==> src/hdl/bzf_pkg.sv <==
// ----------------------------------------------------------------------------
// bzf_pkg
// Shared types, widths and helpers of the quadratic Bezier flattener.
// ----------------------------------------------------------------------------
package bzf_pkg;

   // Coordinate format of every point on both channels
   localparam int COORD_W   = 16;
   // Default step count STEPS; each curve gives STEPS+1 segments
   localparam int STEPS_DEF = 50;

   typedef logic signed [COORD_W-1:0] coord_type;

   // Control word that travels down the pipeline with each segment
   typedef struct packed {
      logic valid;
      logic first;
      logic last;
   } ctl_type;

   // Width of a Bernstein weight; the largest weight is STEPS squared
   function automatic int weight_width(input int steps);
      return $clog2(steps * steps + 1);
   endfunction

   // Width of the step counter, which must reach STEPS itself
   function automatic int step_width(input int steps);
      return (steps < 2) ? 1 : $clog2(steps + 1);
   endfunction

endpackage

==> src/hdl/bzf_req_if.sv <==
// ----------------------------------------------------------------------------
// bzf_req_if
// Curve channel: start, control and end point of one quadratic curve.
// ----------------------------------------------------------------------------
interface bzf_req_if;
   import bzf_pkg::*;

   logic      valid;
   logic      ready;
   coord_type start_x;
   coord_type start_y;
   coord_type ctrl_x;
   coord_type ctrl_y;
   coord_type finish_x;
   coord_type finish_y;

   modport source (
      output valid, start_x, start_y, ctrl_x, ctrl_y, finish_x, finish_y,
      input  ready
   );

   modport sink (
      input  valid, start_x, start_y, ctrl_x, ctrl_y, finish_x, finish_y,
      output ready
   );

endinterface

==> src/hdl/bzf_seq.sv <==
// ----------------------------------------------------------------------------
// bzf_seq
// Step sequencer: holds the current curve, walks k from 0 to STEPS and
// registers the three Bernstein weights with the control points.
// ----------------------------------------------------------------------------
module bzf_seq #(
   parameter int STEPS = bzf_pkg::STEPS_DEF
) (
   input  logic                                   clock,
   input  logic                                   reset,
   input  logic                                   advance,
   bzf_req_if.sink                                req_ch,
   output bzf_pkg::ctl_type                       s1_ctl,
   output logic [2:0][bzf_pkg::weight_width(STEPS)-1:0] s1_wgt,
   output bzf_pkg::coord_type [1:0][2:0]          s1_pts
);
   import bzf_pkg::*;

   localparam int WW  = weight_width(STEPS);
   localparam int K_W = step_width(STEPS);
   localparam logic [K_W-1:0] STEPS_K = K_W'(STEPS);

   logic                   busy_ff;
   logic [K_W-1:0]         k_ff;
   coord_type [1:0][2:0]   pts_ff;

   ctl_type                s1_ctl_ff;
   logic [2:0][WW-1:0]     s1_wgt_ff;
   coord_type [1:0][2:0]   s1_pts_ff;

   logic                   at_end;
   logic                   take;
   logic [K_W-1:0]         rem;
   logic [WW-1:0]          k_w;
   logic [WW-1:0]          rem_w;
   logic [2:0][WW-1:0]     wgt_in;

   // Accept a new curve while the pipeline advances, when idle or while the last step leaves
   assign at_end       = (k_ff == STEPS_K);
   assign req_ch.ready = advance && (!busy_ff || at_end);
   assign take         = req_ch.valid && req_ch.ready;

   // Bernstein weights of step k: (S-k)^2, 2k(S-k), k^2
   always_comb begin
      rem       = STEPS_K - k_ff;
      k_w       = WW'(k_ff);
      rem_w     = WW'(rem);
      wgt_in[0] = rem_w * rem_w;
      wgt_in[1] = (k_w * rem_w) << 1;
      wgt_in[2] = k_w * k_w;
   end

   // Hold the curve and step through it
   always_ff @(posedge clock) begin
      if (reset) begin
         busy_ff <= 1'b0;
         k_ff    <= '0;
      end else if (advance) begin
         if (take) begin
            busy_ff <= 1'b1;
            k_ff    <= '0;
         end else if (busy_ff) begin
            if (at_end) begin
               busy_ff <= 1'b0;
               k_ff    <= '0;
            end else begin
               k_ff <= k_ff + 1'b1;
            end
         end
      end
   end

   always_ff @(posedge clock) begin
      if (take) begin
         pts_ff[0][0] <= req_ch.start_x;
         pts_ff[0][1] <= req_ch.ctrl_x;
         pts_ff[0][2] <= req_ch.finish_x;
         pts_ff[1][0] <= req_ch.start_y;
         pts_ff[1][1] <= req_ch.ctrl_y;
         pts_ff[1][2] <= req_ch.finish_y;
      end
   end

   // Issue one step per advancing cycle
   always_ff @(posedge clock) begin
      if (reset) begin
         s1_ctl_ff <= '0;
      end else if (advance) begin
         s1_ctl_ff.valid <= busy_ff;
         s1_ctl_ff.first <= busy_ff && (k_ff == '0);
         s1_ctl_ff.last  <= busy_ff && at_end;
      end
   end

   always_ff @(posedge clock) begin
      if (advance) begin
         s1_wgt_ff <= wgt_in;
         s1_pts_ff <= pts_ff;
      end
   end

   assign s1_ctl = s1_ctl_ff;
   assign s1_wgt = s1_wgt_ff;
   assign s1_pts = s1_pts_ff;

   // Step counter never runs past the final step
   a_k_range: assert property (@(posedge clock) disable iff (reset)
      busy_ff |-> (k_ff <= STEPS_K))
      else $error("step counter beyond final step");

   // A new curve enters a busy sequencer only as the old one finishes
   a_accept_end: assert property (@(posedge clock) disable iff (reset)
      (take && busy_ff) |-> at_end)
      else $error("curve accepted mid-walk");

   // Every advancing busy cycle issues a valid step
   a_issue: assert property (@(posedge clock) disable iff (reset)
      (advance && busy_ff) |=> s1_ctl_ff.valid)
      else $error("busy sequencer issued a bubble");

endmodule

==> src/flat_wrapper.sv <==
// flat-port wrapper written by rule: the top's interface ports become plain ports
module bzf_seq_flat import bzf_pkg::*;
#(
   parameter int STEPS = bzf_pkg::STEPS_DEF
)
  (clock, reset, advance, s1_ctl, s1_wgt, s1_pts, req_ch_valid, req_ch_start_x, req_ch_start_y, req_ch_ctrl_x, req_ch_ctrl_y, req_ch_finish_x, req_ch_finish_y, req_ch_ready);
  bzf_req_if req_ch_i ();
  input  logic clock;
  input  logic reset;
  input  logic advance;
  output bzf_pkg::ctl_type s1_ctl;
  output logic [2:0][bzf_pkg::weight_width(STEPS)-1:0] s1_wgt;
  output bzf_pkg::coord_type [1:0][2:0] s1_pts;
  input wire logic [$bits(req_ch_i.valid)-1:0] req_ch_valid;
  input wire logic [$bits(req_ch_i.start_x)-1:0] req_ch_start_x;
  input wire logic [$bits(req_ch_i.start_y)-1:0] req_ch_start_y;
  input wire logic [$bits(req_ch_i.ctrl_x)-1:0] req_ch_ctrl_x;
  input wire logic [$bits(req_ch_i.ctrl_y)-1:0] req_ch_ctrl_y;
  input wire logic [$bits(req_ch_i.finish_x)-1:0] req_ch_finish_x;
  input wire logic [$bits(req_ch_i.finish_y)-1:0] req_ch_finish_y;
  output wire logic [$bits(req_ch_i.ready)-1:0] req_ch_ready;
  assign req_ch_i.valid = req_ch_valid;
  assign req_ch_i.start_x = req_ch_start_x;
  assign req_ch_i.start_y = req_ch_start_y;
  assign req_ch_i.ctrl_x = req_ch_ctrl_x;
  assign req_ch_i.ctrl_y = req_ch_ctrl_y;
  assign req_ch_i.finish_x = req_ch_finish_x;
  assign req_ch_i.finish_y = req_ch_finish_y;
  assign req_ch_ready = req_ch_i.ready;
  bzf_seq #(.STEPS(STEPS)) u_core (.clock(clock), .reset(reset), .advance(advance), .req_ch(req_ch_i), .s1_ctl(s1_ctl), .s1_wgt(s1_wgt), .s1_pts(s1_pts));
endmodule
==> config.mk <==
export PLATFORM = sky130hd
export DESIGN_NAME = bzf_seq_flat
export DESIGN_NICKNAME = d
export VERILOG_FILES = /design/src/hdl/bzf_pkg.sv /design/src/hdl/bzf_req_if.sv /design/src/hdl/bzf_seq.sv /design/src/flat_wrapper.sv
export SDC_FILE = /design/constraint.sdc
export NUM_CORES = 1
export LEC_CHECK = 0
export BUFFER_PORTS_ARGS = -buffer_cell sky130_fd_sc_hd__clkbuf_2
export CAP_MARGIN = 25
export CORE_UTILIZATION = 42
export CTS_CLUSTER_DIAMETER = 50
export DETAILED_ROUTE_END_ITERATION = 16
export GPL_TIMING_DRIVEN = 1
export PLACE_DENSITY_LB_ADDON = 0.12
export RECOVER_POWER = 100
export SYNTH_ARGS = -nofsm -noshare
export SYNTH_HDL_FRONTEND = slang
export SYNTH_SLANG_ARGS = --single-unit
==> constraint.sdc <==
create_clock -name clock -period 8.4 [get_ports clock]
set_input_delay 1.68 -clock clock [delete_from_list [all_inputs] [get_ports clock]]
set_output_delay 1.68 -clock clock [all_outputs]
set_load 0.05 [all_outputs]
==> results of run 1 <==
sequential cells by signal, summed over array words and instances, names as in the netlist:
register and flops:
u_core.k_ff 6, u_core.s1_ctl 3, u_core.s1_wgt 30, u_core.busy_ff 1, u_core.s1_pts 96, u_core.pts_ff 96
cell type report:
cell class	instances	area share
Clock buffer	34	0.0607
Clock inverter	10	0.00853
Inverter	60	0.0192
Multi-Input combinational cell	278	0.207
Sequential cell	232	0.585
Tap cell	285	0.0304
Timing Repair Buffer	235	0.0891
per-stage QoR:
stage	cells	worst slack, ns	area, sq um
6_report	1134	2.04	11700
5_1_grt	1134	1.73	11700
4_1_cts	1132	3.42	11900
3_5_place_dp	1088	3.44	11100
3_3_place_gp	1088	3.63	11100
2_1_floorplan	587	1.43	9630
cell families (layout without fill, tap and decap cells):
| family | Yosys count | in the layout | share of synthesized area |
|---|---|---|---|
| flops | 232 | 232 | 0.714 |
| mux | 1 | 1 | 0.00104 |
| xor+xnor | 24 | 24 | 0.0219 |
| simple gates | 109 | 109 | 0.0561 |
| buf+inv | 77 | 339 | 0.0326 |
| fa+ha+maj | 84 | 84 | 0.133 |
| other cells | 1 | 4 | 0.000390 |
| compound gates | 56 | 56 | 0.0407 |
routing by layer:
metal | routed length, um | vias to the layer above | share of wire | global-route usage
met1 | 7910 | 2639 | 0.41 | 0.209
met5 | 0 | - | 0 | 0
met4 | 460 | 0 | 0.024 | 0.0538
met3 | 1480 | 37 | 0.076 | 0.0352
li1 | - | 2585 | - | -
met2 | 9570 | 208 | 0.49 | 0.275
layout by cell type, fill, tap and decap left out, drive strengths merged, types with 3 or more instances in the layout:
cell    synthesis  routed
a21o            4       4
a21oi          21      21
a31oi           6       6
and2            9       9
and3            4       4
clkbuf          8     267
clkinv          0       4
conb            1       4
dfxtp          10      10
edfxtp        222     222
fa             31      31
ha             53      53
inv            60      64
nand2          25      25
nand2b         10      10
nand3           4       4
nand4           3       3
nor2           32      32
nor2b           8       8
nor3            5       5
o21ai           7       7
or2             3       3
xnor2          12      12
xor2           12      12
power groups by stage:
stage,Clock [mW],Combinational [mW],Sequential (mW)
CTS,1.09,0.232,1.34
finish,1.06,0.224,1.34
detailed placement,0,0.232,1.37
floorplan,0,0.0479,1.48
global placement,0,0.230,1.37
global route,1.13,0.237,1.35
how the worst max path moves through the flow:
stage	start	endpoint	slack, ns
floorplan	req_ch_valid	u_core.pts_ff[0]	1.43
global placement	u_core.k_ff[0]	u_core.s1_wgt[10]	3.63
detailed placement	u_core.k_ff[0]	u_core.s1_wgt[10]	3.44
CTS	u_core.k_ff[0]	u_core.s1_wgt[10]	3.42
global route	advance	req_ch_ready	1.73
finish	advance	req_ch_ready	2.04
==> results_dict.tcl, run 1 <==
set metrics [dict create \
    violations "capacitance limit, slew limit" \
    worstMarginPinSlew_ns 2.66 \
    p_total_mw 2.63 \
    drive_gt1_frac 0.160 \
    clockRootBuffer "clkbuf_16" \
    clk_pin_slew_ns 0.06 \
    io_pins 236 \
    grt_pass1_vias 5546 \
    place_congestion 0.852 \
    fin_skew_ns 0.0124 \
    area_growth_pct 22.0 \
    routedWlPerCell_um 17.1 \
    cts_setup_buffers 0 \
    cts_hold_buf 0 \
    powerDensity_nw_per_um2 224 \
    yosysTopAreaCell "edfxtp_1" \
    first_pass_iters 4 \
    overflow 0 \
    vdd_ir_drop_max_v 0.000140 \
    grt_antenna_before_repair 0 \
    dieHeight_um 153 \
    drt-total-wl_um 19400 \
    min_path_type "flop to flop" \
    slowest_stage "clkbuf_1" \
    arrival_ns 4.68 \
    synth_cells 584 \
    hold_end "u_core.s1_pts[62]" \
    slowest_delay_ns 1.84 \
    netlist_top_cells_count "edfxtp_1 (222), inv_1 (60), ha_1 (53)" \
    ys_seq_area_frac 0.714 \
    clk_path_buf_depth 3 \
    multi_input_area_sq_um 2430 \
    num_rows 55 \
    power_frac_seq 0.511 \
    ctsResizeCount 0 \
    outcome "finished with violations" \
    ant_nets 0 \
    grt_max_degree 83 \
    r2r-start "u_core.k_ff[0]" \
    post-route-util 0.520 \
    fin_crit_sh 0.758 \
    drc 0 \
    cp-end-kind "output pin" \
    finalCriticalPeriod_ns 6.36 \
    max_freq_mhz 157 \
    crit_top_cell "clkbuf_1" \
    numPortBuffers 231 \
    synth_area_leaders "edfxtp_1 (69%), ha_1 (6.9%), fa_1 (6.5%), inv_1 (2.3%), dfxtp_1 (2.1%)" \
    yosysMostFrequentCell "edfxtp_1" \
    critPathMaxFanout 51 \
    hp-start "u_core.pts_ff[62]" \
    max_cap_violations 2 \
    yosys.area.top_type_share 0.693 \
    hold_depth 0 \
    dp_hpwl_um 14200 \
    clock-sinks 232 \
    fillers 1950 \
    synth-edff-count 222 \
    ys_async_sr_fraction 0 \
    vias 5469 \
    tns_ns 0 \
    grt_pass1_wl_um 29800 \
    seqCellArea_sq_um 6870 \
    n_antenna_cell 0 \
    fp.dieW_um 153 \
    die_area_sq_um 23500 \
    combPwrFrac 0.085 \
    grt_usage 0.163 \
    worstSkewPairLatency_ns 0.51 \
    cts_tree "done" \
    cp-start-kind "primary input" \
    ys_types 49 \
    p_int_mw 2.00 \
    leakage_nw 4.69 \
    ys.flop_type "edfxtp_1" \
    p_clk_frac 0.403 \
    nNetsFinal 1016 \
    reg2reg_slack_ns 3.40 \
    holdWs_ns 0.413 \
    cp.depth 4 \
    rsz0062_at_grt "false" \
    slew_headroom -0.771 \
    post_drt_via_cell_ratio 4.82 \
    avgSynthCellArea_sq_um 16.5 \
    finalSetupViolations 0 \
    critPathKind "primary input to output pin" \
    synth-seq-cells 232 \
    hold_violations 0 \
    final_max_slew_viol_count 73 \
    timing.rr.end "u_core.s1_wgt[10]" \
    swShare 0.236 \
    htree_levels 1 \
    numCtsBuffers 25 \
    ys_warn_count 0 \
    p_sw_mw 0.621 \
    netlist_area_sq_um 9620 \
    worstPathRequired_ns 6.72 \
    drt_iter0_drc 347 \
    path_cells "clkbuf_1 > inv_1 > a21oi_1 > clkbuf_1" \
    path_delay_family "buffers and inverters" \
    coreArea_sq_um 22600 \
    r2r_cells 14 \
    start_util 0.426 \
    cp.buffers_inverters 3 \
]
Note: power is estimated with default switching activity, not from simulation.
==> run 2, diff against run 1 <==
--- a/config.mk
+++ b/config.mk
@@ -5,6 +5,7 @@
 export SDC_FILE = /design/constraint.sdc
 export NUM_CORES = 1
 export LEC_CHECK = 0
+export ABC_AREA = 1
 export BUFFER_PORTS_ARGS = -buffer_cell sky130_fd_sc_hd__clkbuf_2
 export CAP_MARGIN = 25
 export CORE_UTILIZATION = 42
==> constraint.sdc (replaced) <==
create_clock -name clock -period 6.6 [get_ports clock]
set_input_delay 1.32 -clock clock [delete_from_list [all_inputs] [get_ports clock]]
set_output_delay 1.32 -clock clock [all_outputs]
set_load 0.05 [all_outputs]
==> run 2 against run 1 <==
Against the previous run:
- the flow still finishes with violations (capacitance limit, slew limit)
- die area grew 1.4%
- combinational power grew 47%
- global-route usage grew 0.15 points
- sequential cell count is the same
- synthesized cell count grew 13%
- first-iteration DRC count grew 18%
- non-clock buffer count shrank 1
- hold slack lost 0.012 ns
- cell count grew 7.2%
- clock power grew 25%
- critical path type is now flop to flop
- highest routed layer is now met5
==> results_dict.tcl, run 2 <==
set metrics [dict create \
    start_util 0.430 \
    grt_pass1_wl_um 30100 \
    ctsResizeCount 0 \
    crit_path_start "u_core.k_ff[0]" \
    power_frac_seq 0.509 \
    grt_pass1_vias 5474 \
    cp.buffers_inverters 2 \
    drt_iter0_drc 410 \
    p_clk_frac 0.394 \
    hold_end "u_core.s1_pts[72]" \
    final_common_cell "edfxtp_1" \
    reg2reg_slack_ns 1.38 \
    finalSetupViolations 0 \
    yosysMostFrequentCell "edfxtp_1" \
    tns_ns 0 \
    clock-sinks 232 \
    dp_hpwl_um 14500 \
    slowest_delay_ns 1.75 \
    yosysTopAreaCell "edfxtp_1" \
    placed_cells 1169 \
    final_max_slew_viol_count 138 \
    ys.flop_type "edfxtp_1" \
    synth_cells 662 \
    max_cap_violations 3 \
    routedWlPerCell_um 16.4 \
    vdd_ir_drop_max_v 0.000142 \
    ant_nets 0 \
    max_freq_mhz 192 \
    cp-start-kind "flop" \
    combPwrFrac 0.098 \
    violations "capacitance limit, slew limit" \
    leakage_nw 5.00 \
    netlist_area_sq_um 9760 \
    arrival_ns 5.31 \
    powerDensity_nw_per_um2 286 \
    hold_depth 0 \
    area_growth_pct 21.0 \
    p_int_mw 2.54 \
    crit_top_cell "nor2_1" \
    nNetsFinal 1096 \
    die_area_sq_um 23800 \
    p_sw_mw 0.837 \
    min_path_type "flop to flop" \
    grt_usage 0.164 \
    fp.dieW_um 154 \
    r2r-start "u_core.k_ff[0]" \
    synth-seq-cells 232 \
    critPathMaxFanout 33 \
    path_cells "inv_1 > ha_1 > nand3_1 > nor2_1 > nor2_1 > nor2_1 > clkbuf_1" \
    cts_tree "done" \
    clk_pin_slew_ns 0.06 \
    hp-start "u_core.pts_ff[72]" \
    slowest_stage "nor2_1" \
    ys_types 32 \
    avgSynthCellArea_sq_um 14.7 \
    synth-edff-count 222 \
    overflow 0 \
    fin_cells 1216 \
    hold_violations 0 \
    worstSkewPairLatency_ns 0.52 \
    cp-end-kind "flop" \
    coreArea_sq_um 22700 \
    p_total_mw 3.37 \
    rsz0062_at_grt "false" \
    drive_gt1_frac 0.148 \
    cts_setup_buffers 0 \
    post-route-util 0.520 \
    first_pass_iters 4 \
    ys_seq_area_frac 0.704 \
    yosys.area.top_type_share 0.683 \
    worstPathRequired_ns 6.69 \
    place_congestion 0.839 \
    netlist_top_cells_count "edfxtp_1 (222), nand2_1 (97), inv_1 (93)" \
    ys_warn_count 0 \
    post_drt_via_cell_ratio 4.65 \
    num_rows 55 \
    numCtsBuffers 26 \
    layout_common_cells "edfxtp_1 (222), clkbuf_1 (147), nand2_1 (100)" \
    outcome "finished with violations" \
    grt_antenna_before_repair 2 \
    dieHeight_um 154 \
    fin_skew_ns 0.0210 \
    worstMarginPinSlew_ns 4.05 \
    critPathKind "flop to flop" \
    clockRootBuffer "clkbuf_16" \
    finalCriticalPeriod_ns 5.22 \
    synth_area_leaders "edfxtp_1 (68%), ha_1 (6.8%), fa_1 (6.4%), nand2_1 (3.7%), inv_1 (3.6%)" \
    holdWs_ns 0.401 \
    numPortBuffers 231 \
    clk_path_buf_depth 3 \
    cts_hold_buf 0 \
    timing.rr.end "u_core.pts_ff[25]" \
    drc 0 \
    path_delay_family "simple AND/OR/NAND/NOR gates" \
    ys_async_sr_fraction 0 \
    vias 5650 \
    fin_crit_sh 0.791 \
    drt-total-wl_um 19900 \
    htree_levels 1 \
    r2r_cells 7 \
    swShare 0.248 \
    io_pins 236 \
    grt_max_degree 76 \
    slew_headroom -1.70 \
]
run 2: changes by cell type after synthesis, sizes merged, moves of 9 or more:
cell    previous run  this run
nand2b            10         0
nand3              4        25
and2               9         0
inv               60        96
nand2             25       101
nor2              32        41
run 2: routing by layer:
metal | wire, um | global-route usage | vias up
met5 | 13 | 0 | -
met4 | 296 | 0.0453 | 2
met3 | 1370 | 0.0331 | 26
met2 | 9760 | 0.278 | 184
met1 | 8460 | 0.215 | 2678
li1 | - | - | 2760
run 2: cell type report:
cell class | count | area [sq um]
Sequential cell | 232 | 6870
Clock buffer | 32 | 673
Tap cell | 285 | 357
Clock inverter | 14 | 131
Antenna cell | 1 | 2.50
Timing Repair Buffer | 234 | 1000
Multi-Input combinational cell | 322 | 2410
Inverter | 96 | 360
Fill cell | 2057 | 10900
run 2: kinds of logic (layout without fill, tap and decap cells):
| group | Yosys count | after routing | synth area share |
|---|---|---|---|
| xor+xnor | 19 | 19 | 0.0171 |
| fa+ha+maj | 84 | 84 | 0.132 |
| buf+inv | 111 | 376 | 0.0465 |
| flops | 232 | 232 | 0.704 |
| other cells | 1 | 5 | 0.000384 |
| compound gates | 39 | 39 | 0.0236 |
| simple gates | 176 | 176 | 0.0771 |
run 2: stage by stage:
step,cell area [sq um],setup slack [ns]
floorplan,9770,0.628
global placement,11200,1.87
detailed placement,11200,1.89
CTS,12000,1.86
global route,11800,0.824
finish,11800,1.38
run 2: worst max-delay path by stage:
stage,cells past startpoint,end,slack [ns]
after global placement,16,u_core.s1_wgt[23],1.87
after detailed placement,16,u_core.s1_wgt[21],1.89
after CTS,16,u_core.s1_wgt[23],1.86
after floorplan,2,u_core.pts_ff[0],0.63
final,7,u_core.pts_ff[25],1.38
after global routing,7,u_core.pts_ff[20],0.82
run 2: power groups by stage:
stage / registers, mW / clock network (mW) / logic [mW]
after global placement: 1.74 / 0 / 0.345
after detailed placement: 1.75 / 0 / 0.347
after CTS: 1.71 / 1.37 / 0.348
final: 1.72 / 1.33 / 0.330
after floorplan: 1.89 / 0 / 0.0904
after global routing: 1.72 / 1.42 / 0.355
==> run 3, diff against run 2 <==
--- a/config.mk
+++ b/config.mk
@@ -5,7 +5,7 @@
 export SDC_FILE = /design/constraint.sdc
 export NUM_CORES = 1
 export LEC_CHECK = 0
-export ABC_AREA = 1
+export ABC_AREA = 0
 export BUFFER_PORTS_ARGS = -buffer_cell sky130_fd_sc_hd__clkbuf_2
 export CAP_MARGIN = 25
 export CORE_UTILIZATION = 42
==> constraint.sdc (replaced) <==
create_clock -name clock -period 4.7 [get_ports clock]
set_input_delay 0.94 -clock clock [delete_from_list [all_inputs] [get_ports clock]]
set_output_delay 0.94 -clock clock [all_outputs]
set_load 0.05 [all_outputs]
==> run 3 against run 2 <==
Against the previous run:
- the flow still finishes with violations (capacitance limit, slew limit)
- sequential cell count unchanged
- non-clock buffer count increased by 10
- die area decreased by 1.4%
- sequential share of layout area decreased by 0.32 points
- setup slack got worse by 1.1 ns
- wire length decreased by 2.5%
- clock skew decreased by 0.0022 ns
- hold slack improved by 0.012 ns
- clock-buffer cell count unchanged
- largest cell class unchanged
- highest routed layer is now met4
==> results_dict.tcl, run 3 (synthesis results as in run 1) <==
set metrics [dict create \
    fin_ws_ns 0.276 \
    layout_common_cells "edfxtp_1 (222), clkbuf_1 (143), clkbuf_2 (97)" \
    cp-end-kind "flop" \
    num_rows 55 \
    cp-start-kind "flop" \
    arrival_ns 4.75 \
    overflow 0 \
    post_drt_via_cell_ratio 4.85 \
    min_path_type "flop to flop" \
    fin_crit_sh 0.941 \
    grt_max_degree 97 \
    vias 5555 \
    numPortBuffers 231 \
    p_total_mw 4.91 \
    grt_pass1_wl_um 29700 \
    violations "capacitance limit, slew limit" \
    tns_ns 0 \
    fp.dieW_um 153 \
    leakage_nw 4.78 \
    clockRootBuffer "clkbuf_16" \
    n_antenna_cell 0 \
    clock-sinks 232 \
    critPathKind "flop to flop" \
    fin_skew_ns 0.0188 \
    drive_gt1_frac 0.177 \
    finalCriticalPeriod_ns 4.42 \
    grt_usage 0.161 \
    cts_tree "done" \
    coreArea_sq_um 22600 \
    drt-total-wl_um 19400 \
    dieHeight_um 153 \
    routedWlPerCell_um 16.9 \
    ctsResizeCount 0 \
    vdd_ir_drop_max_v 0.000238 \
    final_common_cell "edfxtp_1" \
    clk_pin_slew_ns 0.06 \
    grt_antenna_before_repair 0 \
    worstPathRequired_ns 5.02 \
    drt_iter0_drc 468 \
    max_freq_mhz 226 \
    die_area_sq_um 23500 \
    dp_hpwl_um 13900 \
    clk_path_buf_depth 3 \
    drc 0 \
    ant_nets 0 \
    final_max_slew_viol_count 174 \
    io_pins 236 \
    place_worst_setup_slack_ns 0.125 \
    critPathMaxFanout 13 \
    cts_hold_buf 0 \
    area_growth_pct 23.5 \
    outcome "finished with violations" \
    max_cap_violations 2 \
    worstMarginPinSlew_ns 2.49 \
    rsz0062_at_grt "false" \
    finalSetupViolations 0 \
    cts_setup_buffers 0 \
    place_congestion 0.880 \
    grt_pass1_vias 5629 \
    slew_headroom -0.658 \
    powerDensity_nw_per_um2 413 \
    nNetsFinal 1026 \
    first_pass_iters 4 \
    worstSkewPairLatency_ns 0.52 \
    numCtsBuffers 26 \
    htree_levels 1 \
    start_util 0.426 \
    hold_violations 0 \
]
[run 3: changes by cell type in the layout (fill, tap and decap cells not counted), moves of 7 or more]
| cell | change |
|---|---|
| xnor2_1 | +8 |
| inv_1 | -35 |
| and2_1 | +8 |
| buf_4 | +7 |
| nand2_1 | -75 |
| nor2_1 | -8 |
| nor2b_1 | +8 |
| nand2b_1 | +10 |
| nand3_1 | -21 |
[run 3: power by group]
part | switching [mW] | leakage (nW) | total (mW) | internal [mW]
Combinational | 0.318 | 2.12 | 0.396 | 0.0782
Sequential | 0.0256 | 2.21 | 2.40 | 2.38
Clock | 0.781 | 0.449 | 2.11 | 1.33
Total | 1.12 | 4.78 | 4.91 | 3.78
[run 3: metrics by stage]
step                instances   util  hold WS, ns  area [sq um]
detailed placement       1099  0.495        0.405         11200
CTS                      1146  0.536        0.416         12100
floorplan                 587      -        0.400          9630
global placement         1099  0.495        0.400         11200
global route             1146  0.526        0.420         11900
finish                   1146  0.526        0.413         11900
[run 3: per-layer routing]
| layer | vias up | global-route usage | wire [um] |
|---|---|---|---|
| li1 | 2609 | - | - |
| met4 | 0 | 0.0471 | 353 |
| met2 | 199 | 0.284 | 9780 |
| met5 | - | 0 | 0 |
| met1 | 2716 | 0.199 | 7920 |
| met3 | 31 | 0.0332 | 1340 |
[run 3: cell type report]
cell class	count	area [sq um]
tap	285	357
clock inverter	15	224
inverter	60	225
multi-input combinational	278	2440
clock buffer	32	693
timing repair buffer	244	1070
sequential	232	6870
fill	1986	10700
[run 3: worst max-delay path: stages (launching register included)]
cell and delay, ns:
dfxtp_2 0.39, ha_1 0.23, inv_1 0.08, nand2_1 0.07, ha_1 0.40, nor2_1 0.10, fa_1 0.52, inv_1 0.08
fa_1 0.51, fa_1 0.55, inv_1 0.04, ha_1 0.32, and3b_1 0.20, o211a_1 0.21, or2_0 0.25, o311ai_1 0.28
[run 3: worst paths after layout]
kind                             to  depth (start not counted)              start  slack, ns
hold / removal    u_core.s1_pts[34]                          0  u_core.pts_ff[34]       0.41
setup / recovery  u_core.s1_wgt[10]                         15     u_core.k_ff[0]       0.28
hold reg to reg   u_core.s1_pts[34]                          0  u_core.pts_ff[34]       0.41
setup reg to reg  u_core.s1_wgt[10]                         15     u_core.k_ff[0]       0.28
